## src/design/vtp_pkg.sv

```systemverilog
// Package for the vertex transform unit: constants, register indexes and
// the control struct shared between the queue and the back end. No dependencies.
package vtp_pkg;

    // Matrix entries are always 16-bit signed fixed point.
    localparam int ENTRY_W = 16;
    localparam int NUM_ROWS = 4;
    localparam int ROW_W = ENTRY_W * NUM_ROWS;

    // Configuration register indexes.
    localparam logic [1:0] REG_ROW_0 = 2'd0;
    localparam logic [1:0] REG_ROW_1 = 2'd1;
    localparam logic [1:0] REG_ROW_2 = 2'd2;
    localparam logic [1:0] REG_ROW_3 = 2'd3;

    // Reset values of the rows: the identity matrix.
    localparam logic [ROW_W-1:0] ROW_0_RESET = 64'h0000_0000_0000_0100;
    localparam logic [ROW_W-1:0] ROW_1_RESET = 64'h0000_0000_0100_0000;
    localparam logic [ROW_W-1:0] ROW_2_RESET = 64'h0000_0100_0000_0000;
    localparam logic [ROW_W-1:0] ROW_3_RESET = 64'h0100_0000_0000_0000;

    // Operation codes.
    localparam logic OP_POINT  = 1'b0;
    localparam logic OP_VECTOR = 1'b1;

    // Depth of the queue between front and back end.
    localparam int QUEUE_DEPTH = 4;

    // Control of a request leaving the queue.
    typedef struct packed {
        logic valid;
        logic op;
    } vtp_ctl_t;

endpackage

```

## src/design/vtp_queue.sv

```systemverilog
// Short register queue between the front and back end of the vertex
// transform. Depends on vtp_pkg.
module vtp_queue #(
    parameter int DW = 141
) (
    input  logic            aclk,
    input  logic            aresetn,
    input  logic            push,
    input  logic [DW-1:0]   push_data,
    output logic            full,
    input  logic            pop,
    output logic            not_empty,
    output logic [DW-1:0]   head_data
);

    localparam int AW = $clog2(vtp_pkg::QUEUE_DEPTH);

    logic [DW-1:0] mem_reg [vtp_pkg::QUEUE_DEPTH];
    logic [AW-1:0] wr_ptr_reg, rd_ptr_reg;
    logic [AW:0]   count_reg;

    assign full      = count_reg == (AW+1)'(vtp_pkg::QUEUE_DEPTH);
    assign not_empty = count_reg != '0;
    assign head_data = mem_reg[rd_ptr_reg];

    // Pointers and fill count.
    always_ff @(posedge aclk) begin
        if (!aresetn) begin
            wr_ptr_reg <= '0;
            rd_ptr_reg <= '0;
            count_reg  <= '0;
        end else begin
            if (push) wr_ptr_reg <= wr_ptr_reg + AW'(1);
            if (pop)  rd_ptr_reg <= rd_ptr_reg + AW'(1);
            if (push && !pop) begin
                count_reg <= count_reg + (AW+1)'(1);
            end else if (pop && !push) begin
                count_reg <= count_reg - (AW+1)'(1);
            end
        end
    end

    // Storage.
    always_ff @(posedge aclk) begin
        if (push) mem_reg[wr_ptr_reg] <= push_data;
    end

endmodule

```

## config.mk

```make
export PLATFORM = sky130hd
export DESIGN_NAME = vtp_queue
export DESIGN_NICKNAME = d
export VERILOG_FILES = /design/src/design/vtp_pkg.sv /design/src/design/vtp_queue.sv
export SDC_FILE = /design/constraint.sdc
export NUM_CORES = 1
export LEC_CHECK = 0
export BUFFER_PORTS_ARGS = -buffer_cell sky130_fd_sc_hd__buf_2
export CAP_MARGIN = 40
export CELL_PAD_IN_SITES_DETAIL_PLACEMENT = 2
export CELL_PAD_IN_SITES_GLOBAL_PLACEMENT = 2
export CORE_ASPECT_RATIO = 0.5
export CORE_MARGIN = 2
export CORE_UTILIZATION = 28
export DETAILED_ROUTE_END_ITERATION = 10
export GPL_ROUTABILITY_DRIVEN = 0
export GPL_TIMING_DRIVEN = 1
export PLACE_DENSITY = 0.51
export SYNTH_ARGS = -nofsm -noshare
export SYNTH_HDL_FRONTEND = slang
export SYNTH_SLANG_ARGS = --single-unit
```

## constraint.sdc

```tcl
create_clock -name aclk -period 5.1 [get_ports aclk]
set_clock_uncertainty 0.05 [all_clocks]
set_input_delay 0.51 -clock aclk [delete_from_list [all_inputs] [get_ports aclk]]
set_output_delay 0.51 -clock aclk [all_outputs]
set_load 0.01 [all_outputs]
```

Word level (Yosys, flattened, before mapping)
Memory sizes are Yosys's and may differ from the RTL's. A register that Yosys moved wholly into a read port is not among the register bits.
Cells that the tools add are included.
{ "word_totals": {"ff_bits": 7, "latch_bits": 0, "mem_bits_rw": 564, "romBits": 0, "input_bits": 145, "output_inout_bits": 143, "word_cells": 21, "n_memories": 1} }
{ "classes": {"addsub": 4, "n_mul": 0, "div_mod_pow": 0, "order_cmp": 0, "n_eq_ne": 1, "n_shift": 0, "muxes": 6, "n_bitwise": 0, "reduce_logical": 6} }
{ "memory_table": {"columns": ["name", "words", "word_bits", "read_ports", "rd_ports_with_merged_regs", "wr", "line_no", "rtl"], "rows": [
  ["mem_reg", 4, 141, 1, 1, 1, "vtp_queue.sv:18", "logic [DW-1:0] mem_reg [vtp_pkg::QUEUE_DEPTH];"]
]} }
{ "ops": {"columns": ["op", "count"], "rows": [
  ["3-bit two-way mux", 2],
  ["2-bit by 1-bit adder with 2-bit output, second input constant", 2],
  ["2-bit two-way mux", 2],
  ["3-bit by 1-bit adder with 3-bit output, second input constant", 1],
  ["3-bit equality test, second input constant", 1],
  ["3-bit nonzero test", 1],
  ["3-bit by 1-bit subtractor with 3-bit output, second input constant", 1],
  ["1-bit logical AND", 2],
  ["1-bit logical NOT", 2],
  ["1-bit two-way mux", 2],
  ["2-bit nonzero test", 1]
]} }

Logic depth before layout (Yosys ltp)
Gate-level depths: netlist of run 1.
{ "depth": {"ltp_word": 4, "depth_mapped": 7, "ltp_nobuf": 7} }

Worst setup path after synthesis of run 1
Ideal clock, no wire load.
{ "synth_path": {"path_type": "reg2reg", "from": "register wr_ptr_reg[0]", "to": "memory mem_reg[0][0], enable pin", "setup_time_ns": 0.517, "t_arrival_ns": 3.770, "t_required_ns": 4.533, "setup_slack_ns": 0.764, "stages_incl_launch_ff": 4, "path_buffers": 0, "period_less_slack_ns": 4.336, "cell_sequence": "dfxtp_1 -> inv_1 -> ha_1 -> and2_1"} }
{ "synth_lines": {"columns": ["item", "line_no", "rtl"], "rows": [
  ["start: declaration", "vtp_queue.sv:19", "logic [AW-1:0] wr_ptr_reg, rd_ptr_reg;"],
  ["start signal: assignment", "vtp_queue.sv:33", "if (push) wr_ptr_reg <= wr_ptr_reg + AW'(1);"],
  ["end: declaration", "vtp_queue.sv:18", null]
]} }
No word-level cell before the write port.

==> metrics, run 1 <==
status complete, no violations; met2 usage 24.9%; r2r worst-path depth 4; synthesized area 20800 um^2; Post-Layout Cell Count 2117; Arr. time, crit path 2.63 ns; Core Footprint 73200 um^2; worst-path maximum fanout 38; Required @ worst endpoint 4.54 ns; IO buf count 287; Post-Synthesis Cells 780; Compound-Gate Fraction of Synth Area 0.0602%; Filler Cell Count 7123; Sink Count 573; fin crit share 62.5%; hold_sp push_data[72]; vias per inst 4.35; GRT met3 Usage 2.38%; Layout area overhead 20.8%; die area 76500 um^2; routed wire length per instance 23.4 um; critical path endpoint category primary output; Clock Path Buffers 3; maximum number of pins on one net before global-route repair 73; CTS H-tree lvls 2; antenna diode count 0; Setup violations, final 0; GR Util met1 14.6%; Synth Area in XOR/XNOR 0.211%; Net Count, Synth 931; initial antenna violation count 7; leak pwr 0.00820 uW; initial drt markers 416; Max-slew headroom 45.8%; fin crit period 3.19 ns; Hold WC Path Type in -> reg; syn_area_per_cell 26.6 um^2; f_max 314 MHz; Root Driver clkbuf_16; starting density of the core 28.4%; Final Slew Violations 0; dpl cells 2022; Post-CTS Setup Bufs 0; Final Hold Fails 0; HPWL after DPL 31.2 mm; sequential share of the synthesized area 82.4%; Post-route DRC 0; worst setup path class reg -> out; RSZ-0062 raised after global routing false; row count 70; vias in the first global route 10.4k; Cell Pwr Density 412 nW/um^2; Routed Antenna Nets 0; Adder-Cell Fraction of Synth Area 0.397%; TritonRoute pass-1 iters 4; # IOs 288; layout net count 1256; Hold Crit Depth 1; layout cells sized above 1 45.2%; max FFs per register 564; Post-Route WL 49.5 mm; Startpoint Class flop; GRT Overall Usage 13.0%; TritonCTS clock tree yes; Yosys cell types 20; die height 197 um; first-pass GRT wire length 72.7 mm; Die Width 389 um; mux share of post-synthesis cell area 15.4%; Clock Latency Late Sink 0.61 ns; gr busiest metal met2; simple-gate share of the synthesized area 0.446%; CTS Hold Bufs 0; Critical R2R Launch wr_ptr_reg[0]; post-synthesis register bit count 573; via count 9204; CTS buffer count 53; maximum VDD drop 0.216 mV; Worst Tran Pin Value 0.813 ns; post_cts resized 0; Max Cap Viol 0; number of synthesis warnings 0; clk slew on worst S/H paths 0.06 ns; largest family of logic cells by synthesized area multiplexers; setup TNS 0 ns; gr ovfl total 0
## path summary, 6_finish.rpt
kind | endpoint | slack (ns)
max | head_data[39] | 1.91
min | mem_reg[1][72] | 0.06
max reg2reg | mem_reg[2][124] | 2.83
min reg2reg | count_reg[2] | 0.51
## through the flow
step           utilization [%]  total power [uW]  hold slack [ns]  setup slack (ns)  cell area, um^2
6_report                  34.3             10300           0.0604              1.91            25100
3_5_place_dp              32.0              6650            0.524              2.49            23500
2_1_floorplan                -              6160            0.417             0.764            20800
4_1_cts                   34.3             10600          0.00533              1.79            25100
5_1_grt                   34.3             10800           0.0219              1.78            25100
3_3_place_gp              32.0              6600            0.429              2.38            23400
## cell type report
cell class              count  area (um^2)  share of cell area [%]
repair buffers            302         1670                    6.65
clock inverters            28          209                   0.833
flip-flops and latches    573        17100                    68.2
clock buffers              67         1420                    5.66
multi-input cells         171         3440                    13.7
inverters                   4         15.0                  0.0598
well taps                 972         1220                    4.85
## per-layer routing
metal	vias to the layer above	share of wire (%)
li1	4029	-
met1	4985	38
met2	107	57
met3	79	2.7
met4	4	2.2
met5	-	0.055
## synth_stat cells
cell / count / area share (%)
nand2_1: 1 / 0.018
mux2i_1: 2 / 0.096
a21boi_0: 1 / 0.036
nor3b_1: 1 / 0.036
buf_2: 16 / 0.39
ha_1: 5 / 0.30
buf_6: 10 / 0.54
inv_1: 4 / 0.072
clkbuf_1: 5 / 0.090
and2_1: 9 / 0.27
nor2b_1: 2 / 0.060
xor2_1: 3 / 0.13
xnor2_1: 2 / 0.084
dfxtp_1: 9 / 0.87
o21ai_0: 1 / 0.024
clkbuf_2: 1 / 0.024
or3_1: 2 / 0.060
mux4_2: 141 / 15
edfxtp_1: 564 / 82
fa_1: 1 / 0.096
## critical path: stages (launching register included)
cell and delay [ns]:
dfxtp_4 0.73, buf_4 0.63, mux4_2 0.42, buf_2 0.16
## cell usage in the layout (no fill, tap or decap), types with 3 or more instances in the layout
cell and count:
xor2_1 3, edfxtp_1 564, bufinv_16 3, and2_1 5, and2_4 4, buf_2 287, clkbuf_1 12, buf_4 6
mux4_2 141, dfxtp_1 7, clkbuf_16 55, ha_1 5, buf_12 8, clkinvlp_4 3, inv_1 4, clkinv_1 14
clkinv_2 7
## logic make-up after synthesis
group,count (synthesis)
flip-flops,573
AO/OA/AOI/OAI,2
XOR/XNOR,5
AND/OR/NAND/NOR,15
multiplexers,143
adder cells (fa/ha/maj),6
buffers and inverters,36
## report_power, final
| part | switching, uW | leakage [uW] | total (uW) | internal [uW] |
|---|---|---|---|---|
| clock | 1740 | 0.000789 | 3860 | 2110 |
| combinational | 570 | 0.00215 | 1020 | 449 |
| sequential | 62.5 | 0.00526 | 5470 | 5410 |
| total | 2380 | 0.00820 | 10300 | 7970 |
(Power assumes the default switching activity.)
==> run 2: changes to the inputs <==
==> constraint.sdc (replaced) <==
create_clock -name aclk -period 3.34 [get_ports aclk]
set_clock_uncertainty 0.05 [all_clocks]
set_input_delay 0.334 -clock aclk [delete_from_list [all_inputs] [get_ports aclk]]
set_output_delay 0.334 -clock aclk [all_outputs]
set_load 0.01 [all_outputs]
==> run 2 against run 1 <==
Highest routed layer is now met4; register-to-register slack lost 1.4 ns; first-iteration DRC count is 14% higher; global-route usage is 0.64 points higher; worst setup slack got worse by 1.4 ns; utilization increased by 2.3 points; total power increased by 57%; die area unchanged; sequential cell count stayed put; via count up 7.2%.
==> metrics, run 2 (synthesis gave the netlist of run 1 again) <==
status complete, no violations; f_max 350 MHz; routed wire length per instance 22.8 um (-2.4%); Post-CTS Setup Bufs 0 (unchanged); die height 197 um (unchanged); r2r worst-path depth 4 (unchanged); Layout area overhead 29.0%; Arr. time, crit path 2.47 ns (-0.16 ns); Max Cap Viol 0 (unchanged); clk slew on worst S/H paths 0.07 ns (about the same); Hold WC Path Type in -> reg; Required @ worst endpoint 2.96 ns (-1.58 ns); starting density of the core 28.4% (unchanged); Worst Path Buf+Inv 2 (unchanged); RR Endpoint mem_reg[0][47]; crit path cell chain buf_12, mux4_2, buf_2; slowest stage delay, CP 0.68 ns (-0.05 ns); initial drt markers 474 (+14%); via count 9867 (+7.2%); vias per inst 4.34 (-0.11%); Final Slew Violations 0 (unchanged); setup TNS 0 ns (unchanged); Max-slew headroom 55.8% (+10 points); TritonCTS clock tree yes; vias in the first global route 11.8k (+13%); Post-route DRC 0 (unchanged); reg-to-reg slack, setup 1.39 ns (-1.44 ns); Core Footprint 73200 um^2 (unchanged); most frequent cells in the layout 564 x edfxtp_1, 287 x buf_2, 142 x dlygate4sd3_1; leak pwr 0.00891 uW (+8.8%); CTS H-tree lvls 2 (unchanged); post_cts resized 0 (unchanged); CTS buffer count 54 (+1.9%); max FFs per register 564 (unchanged); Clock Path Buffers 3 (unchanged); Reg area 17100 um^2 (unchanged); Critical R2R Launch wr_ptr_reg[0]; Cell Pwr Density 607 nW/um^2 (+47%); maximum number of pins on one net before global-route repair 72 (-1.4%); worst-path maximum fanout 34 (-11%); Worst Tran Pin Value 0.662 ns (-0.151 ns); hold slack 0.0716 ns (+0.0111 ns); die area 76500 um^2 (unchanged); maximum VDD drop 0.370 mV (+71%); Routed Antenna Nets 0 (unchanged); worst setup path class reg -> out; end of the critical path head_data[73]; Crit path max-delay family flip-flops; fin crit period 2.86 ns; Sink Count 573 (unchanged); first-pass GRT wire length 76.8 mm (+5.6%); TritonRoute pass-1 iters 4 (unchanged); most common cell after layout, fill and taps aside edfxtp_1; fin crit share 85.5%; multi-input combinational cell area 3440 um^2 (unchanged); GRT Overall Usage 13.6% (+0.64 points); IO buf count 287 (unchanged); # IOs 288 (unchanged); gr ovfl total 0 (unchanged); HPWL after DPL 33.4 mm (+7.1%); CTS Hold Bufs 142 (+142); Die Width 389 um (unchanged); layout cells sized above 1 40.8% (-4.5 points); Final Hold Fails 0 (unchanged); RSZ-0062 raised after global routing false; layout net count 1407 (+12%); Root Driver clkbuf_16; initial antenna violation count 2 (-5); critical path endpoint category primary output; Post-Route WL 51.8 mm (+4.7%); critical path depth 3 (unchanged); Filler Cell Count 7106 (-0.24%); Design Power 16300 uW (+57%); row count 70 (unchanged); crit path max-delay cell type dfxtp_4; Startpoint Class flop; Setup violations, final 0 (unchanged); Clock Latency Late Sink 0.61 ns (about the same)
-- run 2: worst min path at each step --
| stage | from | end | slack [ns] | depth (start not counted) |
|---|---|---|---|---|
| after floorplan | push_data[0] | mem_reg[0][0] | 0.38 | 0 |
| after global placement | count_reg[2] | count_reg[2] | 0.43 | 2 |
| after detailed placement | count_reg[2] | count_reg[2] | 0.48 | 2 |
| after CTS | pop | flop | 0.02 | 3 |
| after global routing | pop | flop | 0.07 | 3 |
| final | pop | flop | 0.07 | 3 |
-- run 2: report_power, final --
group | leakage [uW] | internal, uW | switching (uW) | total [uW]
logic | 0.00281 | 818 | 922 | 1740
clock network | 0.000845 | 3500 | 2660 | 6160
registers | 0.00526 | 8260 | 98.9 | 8360
total | 0.00891 | 12600 | 3690 | 16300
-- run 2: cell type report --
cell class              count  share of cell area, %
repair buffers            452                   12.1
flip-flops and latches    573                   63.9
clock inverters            23                  0.957
well taps                 972                   4.54
multi-input cells         171                   12.8
clock buffers              75                   5.56
diodes                      2                 0.0187
inverters                   4                 0.0560
-- run 2: per-layer routing --
metal	track usage, %	wire length [um]
met5	0	0
met1	15.3	19900
met4	3.86	1010
met2	26.3	29500
met3	2.35	1420
-- run 2: worst min-delay path, delay by kind of cell --
kind	cells	cell delay, ns
AND/OR/NAND/NOR	1	0.15
buffers and inverters	1	0.13
XOR/XNOR	1	0.09
-- run 2: stage by stage --
stage	setup slack, ns	cell area, um^2	instances	util [%]
2_1_floorplan	0.576	20800	780	-
3_3_place_gp	1.07	23600	2030	32.3
3_5_place_dp	1.05	23600	2030	32.3
4_1_cts	0.346	26800	2270	36.6
5_1_grt	0.270	26800	2271	36.6
6_report	0.483	26800	2272	36.6
